==> config.mk <==
export PLATFORM = sky130hd
export DESIGN_NAME = relay_agent_suboption_parser_flat
export DESIGN_NICKNAME = d
export VERILOG_FILES = /design/src/sv/rasp_pkg.sv /design/src/sv/rasp_in_if.sv /design/src/sv/rasp_out_if.sv /design/src/sv/relay_agent_suboption_parser.sv /design/src/flat_wrapper.sv
export SDC_FILE = /design/constraint.sdc
export NUM_CORES = 1
export LEC_CHECK = 0
export ABC_AREA = 1
export BUFFER_PORTS_ARGS = -buffer_cell sky130_fd_sc_hd__buf_2
export CAP_MARGIN = 25
export CORE_MARGIN = 4
export CORE_UTILIZATION = 50
export CTS_CLUSTER_DIAMETER = 30
export DETAILED_ROUTE_END_ITERATION = 16
export PLACE_DENSITY = 0.69
export SYNTH_ARGS = -nofsm -noshare
export SYNTH_HDL_FRONTEND = slang
export SYNTH_SLANG_ARGS = --single-unit
==> constraint.sdc <==
create_clock -name clk -period 6.48 [get_ports clk]
set_input_delay 0.324 -clock clk [delete_from_list [all_inputs] [get_ports clk]]
set_output_delay 0.324 -clock clk [all_outputs]
set_load 0.005 [all_outputs]
==> src/sv/rasp_pkg.sv <==
package rasp_pkg;

    typedef enum logic [1:0] {
        PH_TYPE = 2'd0,
        PH_LEN  = 2'd1,
        PH_VAL  = 2'd2
    } phase_t;

    localparam logic [1:0] KIND_VALUE  = 2'd0;
    localparam logic [1:0] KIND_COMMIT = 2'd1;
    localparam logic [1:0] KIND_END    = 2'd2;

    localparam logic [1:0] END_OK        = 2'd0;
    localparam logic [1:0] END_TRUNC_HDR = 2'd1;
    localparam logic [1:0] END_TRUNC_VAL = 2'd2;

    // bit 0 value, bit 1 commit, bit 2 end; emitted lowest bit first
    localparam int unsigned RES_VALUE  = 0;
    localparam int unsigned RES_COMMIT = 1;
    localparam int unsigned RES_END    = 2;

    // everything one input byte produces, minus the pending-result mask
    typedef struct packed {
        logic [7:0] sub_type;
        logic [7:0] value_byte;
        logic [7:0] byte_index;
        logic [7:0] sub_length;
        logic [7:0] end_type;
        logic [7:0] end_length;
        logic [1:0] end_status;
    } bundle_t;

endpackage

==> src/sv/rasp_in_if.sv <==
interface rasp_in_if;
    logic       valid;
    logic       ready;
    logic [7:0] data_byte;
    logic       last_byte;

    modport source (output valid, output data_byte, output last_byte, input ready);
    modport sink   (input valid, input data_byte, input last_byte, output ready);
endinterface

==> src/sv/rasp_out_if.sv <==
interface rasp_out_if;
    logic       valid;
    logic       ready;
    logic [1:0] kind;
    logic [7:0] sub_type;
    logic [7:0] value_byte;
    logic [7:0] byte_index;
    logic [7:0] sub_length;
    logic [1:0] end_status;
    logic       run_last;

    modport source (output valid, output kind, output sub_type, output value_byte,
                    output byte_index, output sub_length, output end_status,
                    output run_last, input ready);
    modport sink   (input valid, input kind, input sub_type, input value_byte,
                    input byte_index, input sub_length, input end_status,
                    input run_last, output ready);
endinterface

==> src/sv/relay_agent_suboption_parser.sv <==
// Relay agent information option sub-option parser.
// option_bytes: one raw option byte per word, last_byte marks the final byte
// of the option data. results: one word per parsed event; kind 0 is a value
// byte, kind 1 closes a complete sub-option, kind 2 ends the option data with
// a status (ok, truncated header, truncated value). run_last marks the final
// word caused by one input byte. A byte causes zero to three words.
// The parse state updates in the cycle a byte is accepted; its words go into
// a two-slot result buffer and are shown from that registered buffer.
// While results.ready is high the output drains one word per cycle, so a
// byte is taken every cycle as long as bytes average at most one word each.
// option_bytes.ready drops only when both buffer slots hold undelivered
// words, so a stalled receiver backs up into the input after two producing
// bytes and nothing is lost.
// Reset clears the parse state (expect a type byte) and empties the buffer.
// After an end word the parser is back at its reset state for the next
// option.
module relay_agent_suboption_parser (
    input  logic         clk,
    input  logic         rst_n,
    rasp_in_if.sink      option_bytes,
    rasp_out_if.source   results
);
    import rasp_pkg::*;

    phase_t     phase_reg, phase_next;
    logic [7:0] held_type_reg, held_type_next;
    logic [7:0] held_length_reg, held_length_next;
    logic [7:0] value_count_reg, value_count_next;

    logic [2:0] mask_reg [2];
    logic [2:0] mask_next [2];
    bundle_t    slot_reg [2];
    logic       head_reg, head_next;
    logic [1:0] count_reg, count_next;

    logic       accept;
    logic       push;
    logic       pop;
    logic       pop_done;
    logic       tail;
    logic [2:0] new_mask;
    bundle_t    new_bundle;
    logic [7:0] count_inc;
    logic [2:0] head_mask;
    logic [2:0] low_bit;
    logic [2:0] head_mask_left;
    bundle_t    head_bundle;

    assign accept = option_bytes.valid && option_bytes.ready;
    assign option_bytes.ready = (count_reg != 2'd2);

    // parse step
    always_comb
    begin
        phase_next       = phase_reg;
        held_type_next   = held_type_reg;
        held_length_next = held_length_reg;
        value_count_next = value_count_reg;
        new_mask         = 3'b000;
        count_inc        = value_count_reg + 8'd1;

        new_bundle.sub_type   = held_type_reg;
        new_bundle.value_byte = option_bytes.data_byte;
        new_bundle.byte_index = value_count_reg;
        new_bundle.sub_length = held_length_reg;
        new_bundle.end_type   = 8'd0;
        new_bundle.end_length = 8'd0;
        new_bundle.end_status = END_OK;

        unique case (phase_reg)
            PH_LEN:
            begin
                held_length_next      = option_bytes.data_byte;
                value_count_next      = 8'd0;
                new_bundle.sub_length = option_bytes.data_byte;
                if (option_bytes.data_byte == 8'd0)
                begin
                    new_mask[RES_COMMIT] = 1'b1;
                    phase_next           = PH_TYPE;
                end
                else
                begin
                    phase_next            = PH_VAL;
                    new_bundle.end_type   = held_type_reg;
                    new_bundle.end_length = option_bytes.data_byte;
                    new_bundle.end_status = END_TRUNC_VAL;
                end
            end
            PH_VAL:
            begin
                new_mask[RES_VALUE] = 1'b1;
                value_count_next    = count_inc;
                if (count_inc >= held_length_reg)
                begin
                    new_mask[RES_COMMIT] = 1'b1;
                    phase_next           = PH_TYPE;
                end
                else
                begin
                    new_bundle.end_type   = held_type_reg;
                    new_bundle.end_length = held_length_reg;
                    new_bundle.end_status = END_TRUNC_VAL;
                end
            end
            default:
            begin
                held_type_next        = option_bytes.data_byte;
                held_length_next      = 8'd0;
                value_count_next      = 8'd0;
                phase_next            = PH_LEN;
                new_bundle.end_type   = option_bytes.data_byte;
                new_bundle.end_status = END_TRUNC_HDR;
            end
        endcase

        if (option_bytes.last_byte)
        begin
            new_mask[RES_END] = 1'b1;
            phase_next        = PH_TYPE;
            held_type_next    = 8'd0;
            held_length_next  = 8'd0;
            value_count_next  = 8'd0;
        end

        if (!accept)
        begin
            phase_next       = phase_reg;
            held_type_next   = held_type_reg;
            held_length_next = held_length_reg;
            value_count_next = value_count_reg;
        end
    end

    // result buffer
    assign head_mask      = mask_reg[head_reg];
    assign head_bundle    = slot_reg[head_reg];
    assign low_bit        = head_mask & (~head_mask + 3'd1);
    assign head_mask_left = head_mask & ~low_bit;
    assign pop            = results.valid && results.ready;
    assign pop_done       = pop && (head_mask_left == 3'b000);
    assign push           = accept && (new_mask != 3'b000);
    assign tail           = head_reg ^ count_reg[0];

    always_comb
    begin
        mask_next[0] = mask_reg[0];
        mask_next[1] = mask_reg[1];
        head_next    = head_reg;
        count_next   = count_reg;
        if (pop)
        begin
            mask_next[head_reg] = head_mask_left;
        end
        if (pop_done)
        begin
            head_next = ~head_reg;
        end
        if (push)
        begin
            mask_next[tail] = new_mask;
        end
        count_next = count_reg + {1'b0, push} - {1'b0, pop_done};
    end

    always_ff @(posedge clk or negedge rst_n)
    begin
        if (!rst_n)
        begin
            phase_reg       <= PH_TYPE;
            held_type_reg   <= 8'd0;
            held_length_reg <= 8'd0;
            value_count_reg <= 8'd0;
            mask_reg[0]     <= 3'b000;
            mask_reg[1]     <= 3'b000;
            head_reg        <= 1'b0;
            count_reg       <= 2'd0;
        end
        else
        begin
            phase_reg       <= phase_next;
            held_type_reg   <= held_type_next;
            held_length_reg <= held_length_next;
            value_count_reg <= value_count_next;
            mask_reg[0]     <= mask_next[0];
            mask_reg[1]     <= mask_next[1];
            head_reg        <= head_next;
            count_reg       <= count_next;
        end
    end

    always_ff @(posedge clk)
    begin
        if (push)
        begin
            slot_reg[tail] <= new_bundle;
        end
    end

    // output word from the lowest pending result of the head slot
    always_comb
    begin
        results.valid      = (count_reg != 2'd0);
        results.run_last   = (head_mask_left == 3'b000);
        results.kind       = KIND_VALUE;
        results.sub_type   = head_bundle.sub_type;
        results.value_byte = 8'd0;
        results.byte_index = 8'd0;
        results.sub_length = head_bundle.sub_length;
        results.end_status = END_OK;
        if (low_bit[RES_VALUE])
        begin
            results.value_byte = head_bundle.value_byte;
            results.byte_index = head_bundle.byte_index;
        end
        else if (low_bit[RES_COMMIT])
        begin
            results.kind = KIND_COMMIT;
        end
        else
        begin
            results.kind       = KIND_END;
            results.sub_type   = head_bundle.end_type;
            results.sub_length = head_bundle.end_length;
            results.end_status = head_bundle.end_status;
        end
    end

    a_head_pending: assert property (@(posedge clk) disable iff (!rst_n)
        (count_reg != 2'd0) |-> (head_mask != 3'b000))
        else $error("buffered slot has no pending result");

    a_count_range: assert property (@(posedge clk) disable iff (!rst_n)
        count_reg != 2'd3)
        else $error("result buffer overfilled");

    a_value_len: assert property (@(posedge clk) disable iff (!rst_n)
        (phase_reg == PH_VAL) |-> (held_length_reg != 8'd0
                                   && value_count_reg < held_length_reg))
        else $error("value phase with exhausted length");

    a_end_resets: assert property (@(posedge clk) disable iff (!rst_n)
        (accept && option_bytes.last_byte) |=>
            (phase_reg == PH_TYPE && value_count_reg == 8'd0
             && held_type_reg == 8'd0))
        else $error("parser not back at start after last byte");

endmodule

==> src/flat_wrapper.sv <==
// flat-port wrapper written by rule: the top's interface ports become plain ports
module relay_agent_suboption_parser_flat import rasp_pkg::*;
  (clk, rst_n, option_bytes_valid, option_bytes_data_byte, option_bytes_last_byte, option_bytes_ready, results_valid, results_kind, results_sub_type, results_value_byte, results_byte_index, results_sub_length, results_end_status, results_run_last, results_ready);
  rasp_in_if option_bytes_i ();
  rasp_out_if results_i ();
  input  logic clk;
  input  logic rst_n;
  input wire logic [$bits(option_bytes_i.valid)-1:0] option_bytes_valid;
  input wire logic [$bits(option_bytes_i.data_byte)-1:0] option_bytes_data_byte;
  input wire logic [$bits(option_bytes_i.last_byte)-1:0] option_bytes_last_byte;
  output wire logic [$bits(option_bytes_i.ready)-1:0] option_bytes_ready;
  output wire logic [$bits(results_i.valid)-1:0] results_valid;
  output wire logic [$bits(results_i.kind)-1:0] results_kind;
  output wire logic [$bits(results_i.sub_type)-1:0] results_sub_type;
  output wire logic [$bits(results_i.value_byte)-1:0] results_value_byte;
  output wire logic [$bits(results_i.byte_index)-1:0] results_byte_index;
  output wire logic [$bits(results_i.sub_length)-1:0] results_sub_length;
  output wire logic [$bits(results_i.end_status)-1:0] results_end_status;
  output wire logic [$bits(results_i.run_last)-1:0] results_run_last;
  input wire logic [$bits(results_i.ready)-1:0] results_ready;
  assign option_bytes_i.valid = option_bytes_valid;
  assign option_bytes_i.data_byte = option_bytes_data_byte;
  assign option_bytes_i.last_byte = option_bytes_last_byte;
  assign option_bytes_ready = option_bytes_i.ready;
  assign results_valid = results_i.valid;
  assign results_kind = results_i.kind;
  assign results_sub_type = results_i.sub_type;
  assign results_value_byte = results_i.value_byte;
  assign results_byte_index = results_i.byte_index;
  assign results_sub_length = results_i.sub_length;
  assign results_end_status = results_i.end_status;
  assign results_run_last = results_i.run_last;
  assign results_i.ready = results_ready;
  relay_agent_suboption_parser u_core (.clk(clk), .rst_n(rst_n), .option_bytes(option_bytes_i), .results(results_i));
endmodule
# Yosys cells after proc, flatten, opt, wreduce, memory -nomap -nowiden
# Memory sizes are Yosys's and may differ from the RTL's.
# Cells that the tools add are included.
# word_totals
register_bits	35
mem_count	1
in_bits	13
word_cells	90
ram_bits	100
# classes
n_eq_ne	6
mux	44
n_lt_le_gt_ge	5
reduce_logical	14
n_addsub	4
bitwise	8
# mem_list
memory	depth	word_bits	rd	rd_clocked_by_memory_dff	write_ports	line	source
u_core.slot_reg	2	50	1	0	1	relay_agent_suboption_parser.sv:32	bundle_t slot_reg [2];
# ops
op	n
$mux 8	12
$pmux 8 s2	3
$mux 18	2
$mux 3	5
$mux 2	7
$bwmux 6	2
$mux 6	2
$add 8x1->8 const B	1
$ge 8x8->1	1
$logic_not 8->1	1
$pmux 2 s2	2
$and 3x3->3	2
$demux 3 s1	2
$logic_and 1x1->1	6
$mux 1	6
$not 3->3	2
$reduce_and 2->1	3
$ge 2x2->1 const B	2
$lt 2x1->1 const B	2
$ne 2x2->1 const B	2
$not 1->2	2
$add 3x1->3 const B	1
$logic_not 3->1	1
$ne 3x2->1 const B	1
other kinds (11)	11

# Depth between registers and ports, before layout
# Gate-level depths: netlist of run 1.
# logic_depth
word_depth	13
mapped_depth	19
depth_no_buf	19

# Worst setup path before layout of run 1
# OpenSTA, ideal clock, no wires.
# synth_timing
path_kind	flip-flop to flip-flop
start	register u_core.value_count_reg[2]
end	memory u_core.slot_reg[0][0] (netlist bit) (enable)
arrival_ns	4.305
path_stages_with_launch	18
setup_ns	0.458
path_slack_ns	1.717
required_ns	6.022
path_cell_list	dfrtp_1 inv_1 nor3_2 nand3_1 nor2_1 nand2_1 xor2_1 inv_1 ha_1 nand2_1 o21a_1 nand2_1 nand2_1 nand2_1 nand2_1 nand2_2 nand2_2 nor2_1
# synth_between
elab_chain_len	8
# synth_rtl
item	line	source
from (decl)	relay_agent_suboption_parser.sv:28	logic [7:0] value_count_reg, value_count_next;
from (signal assigned)	relay_agent_suboption_parser.sv:183	value_count_reg <= value_count_next;
$add 8x1->8	relay_agent_suboption_parser.sv:60	count_inc = value_count_reg + 8'd1;
$ge 8x8->1	relay_agent_suboption_parser.sv:93	if (count_inc >= held_length_reg)
$mux 1	relay_agent_suboption_parser.sv:93	
$pmux 1 s2	relay_agent_suboption_parser.sv:70	unique case (phase_reg)
$reduce_bool 3->1	relay_agent_suboption_parser.sv:141	assign push = accept && (new_mask != 3'b000);
$logic_and 1x1->1	relay_agent_suboption_parser.sv:141	
$mux 1	relay_agent_suboption_parser.sv:193	if (push)
$mux 1 (implied by the code)	relay_agent_suboption_parser.sv:195	slot_reg[tail] <= new_bundle;
to (decl)	relay_agent_suboption_parser.sv:32	
# Every way passes these cells.

# Final worst setup path of run 1
# layout_timing
start	register u_core.value_count_reg[2]
end	memory u_core.slot_reg[0][37] (netlist bit) (enable)
# The elaborated chain is that of the path after synthesis.

==> out/results.tsv, run 1 <==
metric	value	unit
numCtsBuffers	17	
fin_util	0.593	
slew_headroom	0.398	
r2r-start	u_core.value_count_reg[2]	
die_h	119	um
track_usage	0.206	
cts_resized	0	
drtPass1Iterations	5	
synth_area_leaders	edfxtp_1 48%, dfrtp_1 14%, nand2_1 9.5%, o21ai_0 4.6%, inv_1 4.1%	
hold_path.class	in -> async	
clkLatencyLatePin	0.42	ns
portBuffers	51	
yosys_warnings	0	
irDropWorstVdd	0.167	mV
synthCells	597	
yosysSeqAreaShare	0.626	
syn-num-nets	622	
synth_cell_types	38	
synth.most_common_cell	nand2_1	
num_io_pins	52	
initial_utilization	0.514	
drt-total-wl	13.7	mm
crit_type	reg -> reg	
final.fill_count	1006	
die_w	119	um
p_total	3.16	mW
internal_power	2.05	mW
design_area	7150	um^2
finalCriticalPeriod	4.16	ns
grt_start_max_net_pins	50	
ant_nets	0	
grt_pass1_vias	4434	
num_antenna_cells	0	
synth_commonest_cells	157 x nand2_1, 100 x edfxtp_1, 67 x inv_1	
drv_cap	0	
crit_arrival	4.26	ns
reg2reg_depth	18	
p_sw	1.11	mW
cp_cell_sequence	inv_1 > nor3_2 > nand3_1 > nor2_1 > nand2_1 > xor2_1 > inv_1 > ha_1 > nand2_1 > o21a_1 > nand2_1 > nand2_1 > nand2_1 > nand2_1 > nand2_2 > nand2_2 > nor2_4 > buf_4	
combPwrFrac	0.306	
crit_slowest_cell	nor2_4	
cts_setup_buffers	0	
drc_errors	0	
gp_congestion	0.830	
largest_reg_flops	100	
cellPowerDensity	442	nW/um^2
drt_iter0_markers	414	
dpl_worst_slack	2.38	ns
outcome	complete, no violations	
antenna_found_initial	0	
swShare	0.351	
critPathMaxStageDelay	0.73	ns
critPathCaptureType	flip-flop	
final_nets	671	
crit_top_cell	nand2_1	
async_flop_share	0.259	
fin_crit_sh	0.643	
area_growth	15.4	%
power.share.clock	0.297	
maxSlewViolCount	0	
cts_tree	built	
cp.required	6.57	ns
critPathCapture	u_core.slot_reg[0][37]	
p_leak	3.08	nW
dieArea	14200	um^2
worst_slack	2.32	ns
dpl_cell_area	6570	um^2
root_buffer	clkbuf_16	
setup_viol	0	
power_frac_seq	0.397	
fp-row-count	40	
avgSynthCellArea	10.4	um^2
synth_top_area_cell	edfxtp_1	
clock_sinks	135	
dp_hpwl	8.58	mm
synth-seq-cells	135	
synthFlopType	edfxtp_1	
fin_tns_setup	0	ns
drive_above_1_share	0.167	
max_freq	240	MHz
synth_edf_count	100	
grt_pass1_wl	22.7	mm
vias_per_cell	5.35	
syn_area	6200	um^2
cts_hold_buf	0	
r2r_setup_slack	2.32	ns
path_max_fanout	29	
r2r_end	u_core.slot_reg[0][37]	
wire_per_inst	16.6	um
core_area	12100	um^2
rsz0062_at_grt	false	
clockBufferDepth	2	
tightest_slew	0.901	ns
path_clk_slew	0.06	ns
hold_viol_final	0	
cts_max_level	4	
crit_start	u_core.value_count_reg[2]	
synth_top_area_frac	0.485	
grt.overflow.total	0	
via_count	4428	
skew	0.00486	ns
start_kind	flip-flop	
[stage by stage]
step	std cells	hold WS (ns)
2_1_floorplan	597	0.0284
3_3_place_gp	795	0.453
3_5_place_dp	795	0.463
4_1_cts	827	0.0553
5_1_grt	827	0.0831
6_report	827	0.0258
[metal layers]
metal | GRT usage | share of wire | vias to the layer above
li1 | - | - | 2127
met4 | 0.0809 | 0.020 | 0
met3 | 0.0522 | 0.056 | 25
met2 | 0.340 | 0.49 | 131
met1 | 0.260 | 0.43 | 2145
met5 | 0 | 0 | -
[worst max-delay path, delay by kind of cell, from the launching register on]
kind                       cells  cell delay [ns]
xor gates and xnor gates       1             0.21
adders and majority gates      1             0.29
buffers and inverters          3             0.60
AOI/OAI and AO/OA              1             0.21
DFF                            1             0.42
and+or+nand+nor               12             2.07
[power by group through the flow]
stage,Combinational (mW),Sequential [mW],Clock [mW]
finish,0.970,1.26,0.939
global route,1.10,1.28,0.985
CTS,0.982,1.26,0.943
detailed placement,0.971,1.27,0
global placement,0.941,1.26,0
floorplan,0.674,1.26,0
[how the worst min path moves through the flow]
stage / from / endpoint / cells after the start
3_5_place_dp: u_core.held_type_reg[7] / u_core.slot_reg[1][49] / 0
4_1_cts: rst_n / u_core.held_type_reg[6] / 1
2_1_floorplan: rst_n / u_core.count_reg[0] / 0
5_1_grt: rst_n / u_core.head_reg / 1
3_3_place_gp: u_core.held_type_reg[6] / u_core.slot_reg[0][48] / 0
6_report: rst_n / u_core.mask_reg[5] / 1
[cell usage in the layout, fill, tap and decap left out, drive strengths merged]
cell type	count
bufinv	2
nand3	14
buf	54
xor2	8
clkinv	6
nand2	161
or2	9
dfrtp	35
clkinvlp	5
o22ai	11
o21ai	63
nor2	36
o211ai	8
mux2i	8
nand4	9
o32ai	8
o21a	1
a21boi	2
a21oi	15
ha	12
nor3	2
clkbuf	18
a31o	1
inv	71
edfxtp	100
[area by class of cell]
cell class | count | area (um^2) | area share
Sequential cell | 135 | 3880 | 0.542
Multi-Input combinational cell | 368 | 1940 | 0.271
Clock buffer | 18 | 429 | 0.0600
Timing Repair Buffer | 54 | 278 | 0.0388
Inverter | 70 | 265 | 0.0371
Tap cell | 168 | 210 | 0.0294
Clock inverter | 14 | 151 | 0.0212
[cell families after synthesis]
family	count (synthesis)	share of synthesized area
AOI/OAI and AO/OA	109	0.105
xor gates and xnor gates	8	0.0113
adders and majority gates	12	0.0242
buffers and inverters	94	0.0636
DFF	135	0.626
muxes	8	0.0129
and+or+nand+nor	231	0.157
Power figures use the tool's default switching activity.
==> run 2, diff against run 1 <==
- ABC_AREA: 1 -> 0
- clock period: 6.48 -> 3.9 ns (I/O delays scaled with it)
==> run 2 against run 1 <==
Wire length down 12%; non-clock buffer count up 5; worst setup slack got worse by 1.5 ns; area after synthesis down 4.1%; cell count fell by 23%; die area decreased by 3.9%; sequential power grew 68%; utilization increased by 0.68 points; critical path type unchanged; largest power group unchanged.
==> out/results.tsv, run 2 <==
metric	value	unit
outcome	complete, no violations	
use_met1	0.239	
hold_path.class	in -> reg	
cts_setup_buffers	0	
synthFlopType	edfxtp_1	
drt_iter0_markers	271	
synth_top_area_cell	edfxtp_1	
synth-seq-cells	135	
yosysSeqAreaShare	0.653	
cp.required	4.18	ns
final.fill_count	896	
grt.overflow.total	0	
numCtsBuffers	17	
cts_tree	built	
top_usage_layer	met2	
drc_errors	0	
irDropWorstVdd	0.323	mV
area_growth	16.3	%
rsz0062_at_grt	false	
drive_above_1_share	0.222	
core_area	11500	um^2
clkLatencyLatePin	0.42	ns
critPathCaptureType	flip-flop	
ant_nets	0	
tightest_slew	0.835	ns
synth_edf_count	100	
final_cell_mix	100 x edfxtp_1, 51 x buf_2, 45 x nand2_1, 34 x dfrtp_1, 31 x o21ai_0	
fin_tns_setup	0	ns
synthCells	426	
fin_crit_sh	0.787	
synth_top_area_frac	0.505	
hold_viol_final	0	
root_buffer	clkbuf_16	
grt_start_max_net_pins	43	
gp_congestion	0.808	
grt_pass1_vias	3650	
cts_max_level	4	
start_kind	flip-flop	
vias_per_cell	5.69	
finalCriticalPeriod	3.07	ns
holdWs	0.0684	ns
final_nets	508	
dp_hpwl	7.79	mm
die_w	117	um
wire_per_inst	18.8	um
largest_reg_flops	100	
synth_cell_types	36	
die_h	117	um
grtUsageMet3	0.0452	
syn_area	5940	um^2
portBuffers	51	
dieArea	13700	um^2
clockBufferDepth	2	
async_flop_share	0.259	
crit_arrival	3.35	ns
layout_commonest_cell	edfxtp_1	
syn-num-nets	451	
path_clk_slew	0.06	ns
crit_type	reg -> reg	
yosys_warnings	0	
skew	0.00923	ns
fp-row-count	39	
path_max_fanout	10	
avgSynthCellArea	13.9	um^2
setup_viol	0	
max_freq	326	MHz
p_leak	2.65	nW
initial_utilization	0.516	
drv_cap	0	
slew_headroom	0.443	
synth.most_common_cell	edfxtp_1	
cellPowerDensity	747	nW/um^2
synth_area_leaders	edfxtp_1 51%, dfrtp_1 15%, mux4_2 6.1%, mux2i_1 3.7%, nand2_1 2.8%	
synth_commonest_cells	100 x edfxtp_1, 45 x nand2_1, 35 x dfrtp_1	
maxSlewViolCount	0	
drt-total-wl	12.0	mm
num_io_pins	52	
via_count	3639	
num_antenna_cells	0	
use_met2	0.322	
drtPass1Iterations	4	
clock_sinks	135	
antenna_found_initial	0	
track_usage	0.191	
grt_pass1_wl	19.2	mm
-- run 2: changes by cell type after synthesis, sizes merged, moves of 11 or more --
cell | previous run | this run
mux2i | 8 | 23
nand2 | 161 | 46
nor2 | 36 | 24
o31ai | 0 | 11
o21ai | 63 | 32
inv | 69 | 15
mux4 | 0 | 16
a22o | 0 | 14
o22ai | 11 | 0
-- run 2: final cells by class --
class / instances / area [um^2] / area share
multi-input combinational: 255 / 1900 / 0.275
sequential: 135 / 3880 / 0.562
inverter: 15 / 56.3 / 0.00815
clock buffer: 17 / 425 / 0.0616
tap: 143 / 179 / 0.0259
clock inverter: 15 / 138 / 0.0199
timing repair buffer: 59 / 330 / 0.0478
-- run 2: critical path, stage by stage, from the launching register on --
cell     delay [ns]
dfrtp_1        0.46
and3_1         0.22
and3_1         0.19
and3_1         0.20
xor2_1         0.19
ha_1           0.28
a21oi_1        0.14
o21a_1         0.17
nand2_1        0.17
o21ai_1        0.65
a22o_1         0.25
-- run 2: path summary, 6_finish.rpt --
path | from | to | slack [ns] | cells after the start
min in group asynchronous | rst_n | u_core.value_count_reg[0] | 0.42 | 2
max reg2reg | u_core.value_count_reg[0] | u_core.slot_reg[1][13] | 0.83 | 10
min reg2reg | u_core.held_length_reg[5] | u_core.held_length_reg[5] | 0.48 | 2
max in group asynchronous | rst_n | u_core.head_reg | 2.90 | 2
min | option_bytes_data_byte[7] | u_core.slot_reg[0][41] | 0.07 | 1
max | u_core.value_count_reg[0] | u_core.slot_reg[1][13] | 0.83 | 10
-- run 2: stage by stage --
| step | cells | util | setup WS, ns | cell area (um^2) | total power, mW |
|---|---|---|---|---|---|
| 6_report | 639 | 0.600 | 0.832 | 6910 | 5.16 |
| 4_1_cts | 639 | 0.600 | 0.843 | 6910 | 5.23 |
| 2_1_floorplan | 426 | - | 1.39 | 5940 | 3.20 |
| 5_1_grt | 639 | 0.600 | 0.578 | 6910 | 5.46 |
| 3_3_place_gp | 606 | 0.550 | 0.949 | 6330 | 3.65 |
| 3_5_place_dp | 606 | 0.550 | 0.849 | 6330 | 3.70 |
-- run 2: timing repair --
action                    CTS  global route
hold endpoints to repair   35             0
gates resized for setup     0             0
hold buffers                1             0
-- run 2: logic make-up after synthesis --
group / count (synthesis) / share of synthesized area
compound gates: 81 / 0.0855
mux: 40 / 0.103
buf+inv: 36 / 0.0274
fa+ha+maj: 12 / 0.0253
simple gates: 110 / 0.0878
flops: 135 / 0.653
xor+xnor: 12 / 0.0177
-- run 2: power by group --
group          total, mW  switching [mW]  internal (mW)
Combinational       1.53           0.930          0.598
Clock               1.51           0.582          0.928
Sequential          2.12           0.132           1.99
-- run 2: routing by layer --
layer,wire length (um),part of all wire
met1,5100,0.42
met2,6250,0.52
met3,490,0.041
met4,187,0.016
met5,0,0
==> run 3, diff against run 2 <==
- ABC_AREA: 0 -> 1
- clock period: 3.9 -> 3.05 ns (I/O delays scaled with it)
==> run 3 against run 2 <==
The flow now finishes with violations (setup timing); cell count rose by 35%; clock skew fell by 0.00072 ns; utilization grew 4.4 points.
==> out/results.tsv, run 3 (synthesis results as in run 1) <==
metric	value	unit
die_h	119	um
finalCriticalPeriod	3.13	ns
hold_viol_final	0	
hold_path.class	in -> reg	
violations	setup timing	
largest_reg_flops	100	
clkLatencyLatePin	0.43	ns
power_frac_seq	0.381	
via_count	4799	
drt-total-wl	15.9	mm
reg2reg_depth	19	
combPwrFrac	0.343	
ant_nets	0	
area_growth	25.3	%
cts_max_level	4	
grt_pass1_wl	22.9	mm
start_kind	flip-flop	
critPathCapture	u_core.slot_reg[0][47]	
dp_cells	807	
slew_headroom	0.393	
drv_cap	0	
fin_crit_sh	1.03	
track_usage	0.207	
clock_sinks	135	
drt_iter0_markers	454	
layout_commonest_cell	nand2_1	
fin_cells	865	
vias_per_cell	5.55	
final_cell_mix	153 x nand2_1, 100 x edfxtp_1, 64 x inv_1, 57 x o21ai_0, 51 x buf_2	
cts_tree	built	
grt_start_max_net_pins	36	
dpl_worst_slack	-0.0355	ns
final.fill_count	916	
num_antenna_cells	0	
critPathMaxStageDelay	0.38	ns
cp_num_buf_inv	4	
grt_pass1_vias	4470	
p_leak	3.35	nW
wire_per_inst	18.4	um
core_area	12100	um^2
r2r-start	u_core.value_count_reg[0]	
crit_arrival	3.27	ns
dp_hpwl	9.09	mm
gp_congestion	0.857	
cp.required	3.19	ns
crit_slowest_cell	dfrtp_1	
multi_input_area	2060	um^2
outcome	finished, violations left	
grt.overflow.total	0	
portBuffers	51	
drive_above_1_share	0.235	
holdWs	0.0140	ns
irDropWorstVdd	0.405	mV
cp_top_family	simple AND/OR/NAND/NOR gates	
dieArea	14200	um^2
path_clk_slew	0.06	ns
max_freq	319	MHz
worst_slack	-0.0838	ns
tightest_slew	0.911	ns
r2r_setup_slack	-0.08	ns
maxSlewViolCount	0	
initial_utilization	0.514	
fin_util	0.644	
r2r_end	u_core.slot_reg[0][47]	
swShare	0.358	
num_io_pins	52	
rsz0062_at_grt	true	
clockBufferDepth	2	
p_sw	2.55	mW
internal_power	4.56	mW
antenna_found_initial	0	
path_max_fanout	8	
regArea	3880	um^2
final_nets	709	
root_buffer	clkbuf_16	
crit_start	u_core.value_count_reg[0]	
crit_type	reg -> reg	
cp_num_cells	19	
drc_errors	0	
cp_cell_sequence	buf_4 > ha_4 > nand3_2 > nor2_1 > nand2_1 > xor2_2 > inv_1 > ha_1 > nand2_2 > o21a_1 > nand2_1 > nand2_1 > nand2_2 > nand2_2 > nand2_4 > nand2_8 > nor2_4 > buf_6 > clkbuf_16	
die_w	119	um
cellPowerDensity	916	nW/um^2
setup_viol	87	
fp-row-count	40	
skew	0.00851	ns
critPathCaptureType	flip-flop	
numCtsBuffers	17	
drtPass1Iterations	5	
power.share.clock	0.276	
## run 3: cell count changes in the layout (fill, tap and decap cells not counted), moves of 8 or more
| cell | delta |
|---|---|
| a22o_1 | -14 |
| buf_4 | +17 |
| inv_1 | +49 |
| mux2i_1 | -14 |
| mux4_2 | -16 |
| nand2_1 | +108 |
| nand4_1 | +9 |
| nor2_1 | +9 |
| nor2b_1 | -10 |
| o21ai_0 | +26 |
| o22ai_1 | +11 |
| o31ai_1 | -11 |
| o32ai_1 | +8 |
| or3_1 | -8 |
## run 3: worst min-delay path by stage
stage	from	end	slack [ns]	cells past startpoint
final	option_bytes_data_byte[0]	u_core.slot_reg[1][34]	0.01	1
after global routing	option_bytes_data_byte[1]	u_core.slot_reg[0][35]	0.001	1
after CTS	option_bytes_data_byte[0]	u_core.slot_reg[0][34]	0.0004	1
after detailed placement	rst_n	u_core.count_reg[0]	0.33	1
after global placement	rst_n	u_core.mask_reg[0]	0.32	1
after floorplan	rst_n	u_core.count_reg[0]	-0.14	0
## run 3: cell type report
| class | instances | share of cell area |
|---|---|---|
| multi-input combinational | 368 | 0.265 |
| inverter | 70 | 0.0342 |
| tap | 168 | 0.0271 |
| clock inverter | 14 | 0.0180 |
| timing repair buffer | 92 | 0.100 |
| sequential | 135 | 0.500 |
| clock buffer | 18 | 0.0553 |
## run 3: per-stage QoR
step	TNS, ns	instance area, um^2	power (mW)
floorplan	-26.25	6240	4.13
global placement	0	6740	4.80
detailed placement	-1.50	6740	4.88
CTS	-0.195	7390	6.89
global route	-19.67	7760	7.49
finish	-4.91	7760	7.11
## run 3: power by group through the flow
stage	Sequential [mW]	Combinational (mW)	Clock, mW
final	2.71	2.44	1.96
after detailed placement	2.74	2.14	0
after global routing	2.74	2.67	2.08
after global placement	2.72	2.08	0
after floorplan	2.66	1.46	0
after CTS	2.70	2.21	1.98
## run 3: worst register-to-register path, delay by kind of cell, from the launching register on
family                     cells  cell delay, ns
DFF                            1            0.38
adders and majority gates      2            0.47
and+or+nand+nor               11            1.11
buffers and inverters          4            0.54
xor gates and xnor gates       1            0.16
AOI/OAI and AO/OA              1            0.18
## run 3: repair_timing
action                                  4_1_cts  5_1_grt
gates cloned                                  1        8
endpoints found under the setup margin       64      121
setup buffers                                 6       10
hold endpoints to repair                     35        0
pin swaps                                     2        9
hold buffers                                  1        0
resized for setup                             0       23
## run 3: layer usage
metal	share of wire	GRT usage	routed length (um)
met5	0	0	0
met4	0.032	0.0966	504
met3	0.073	0.0480	1160
met2	0.49	0.331	7840
met1	0.40	0.268	6430
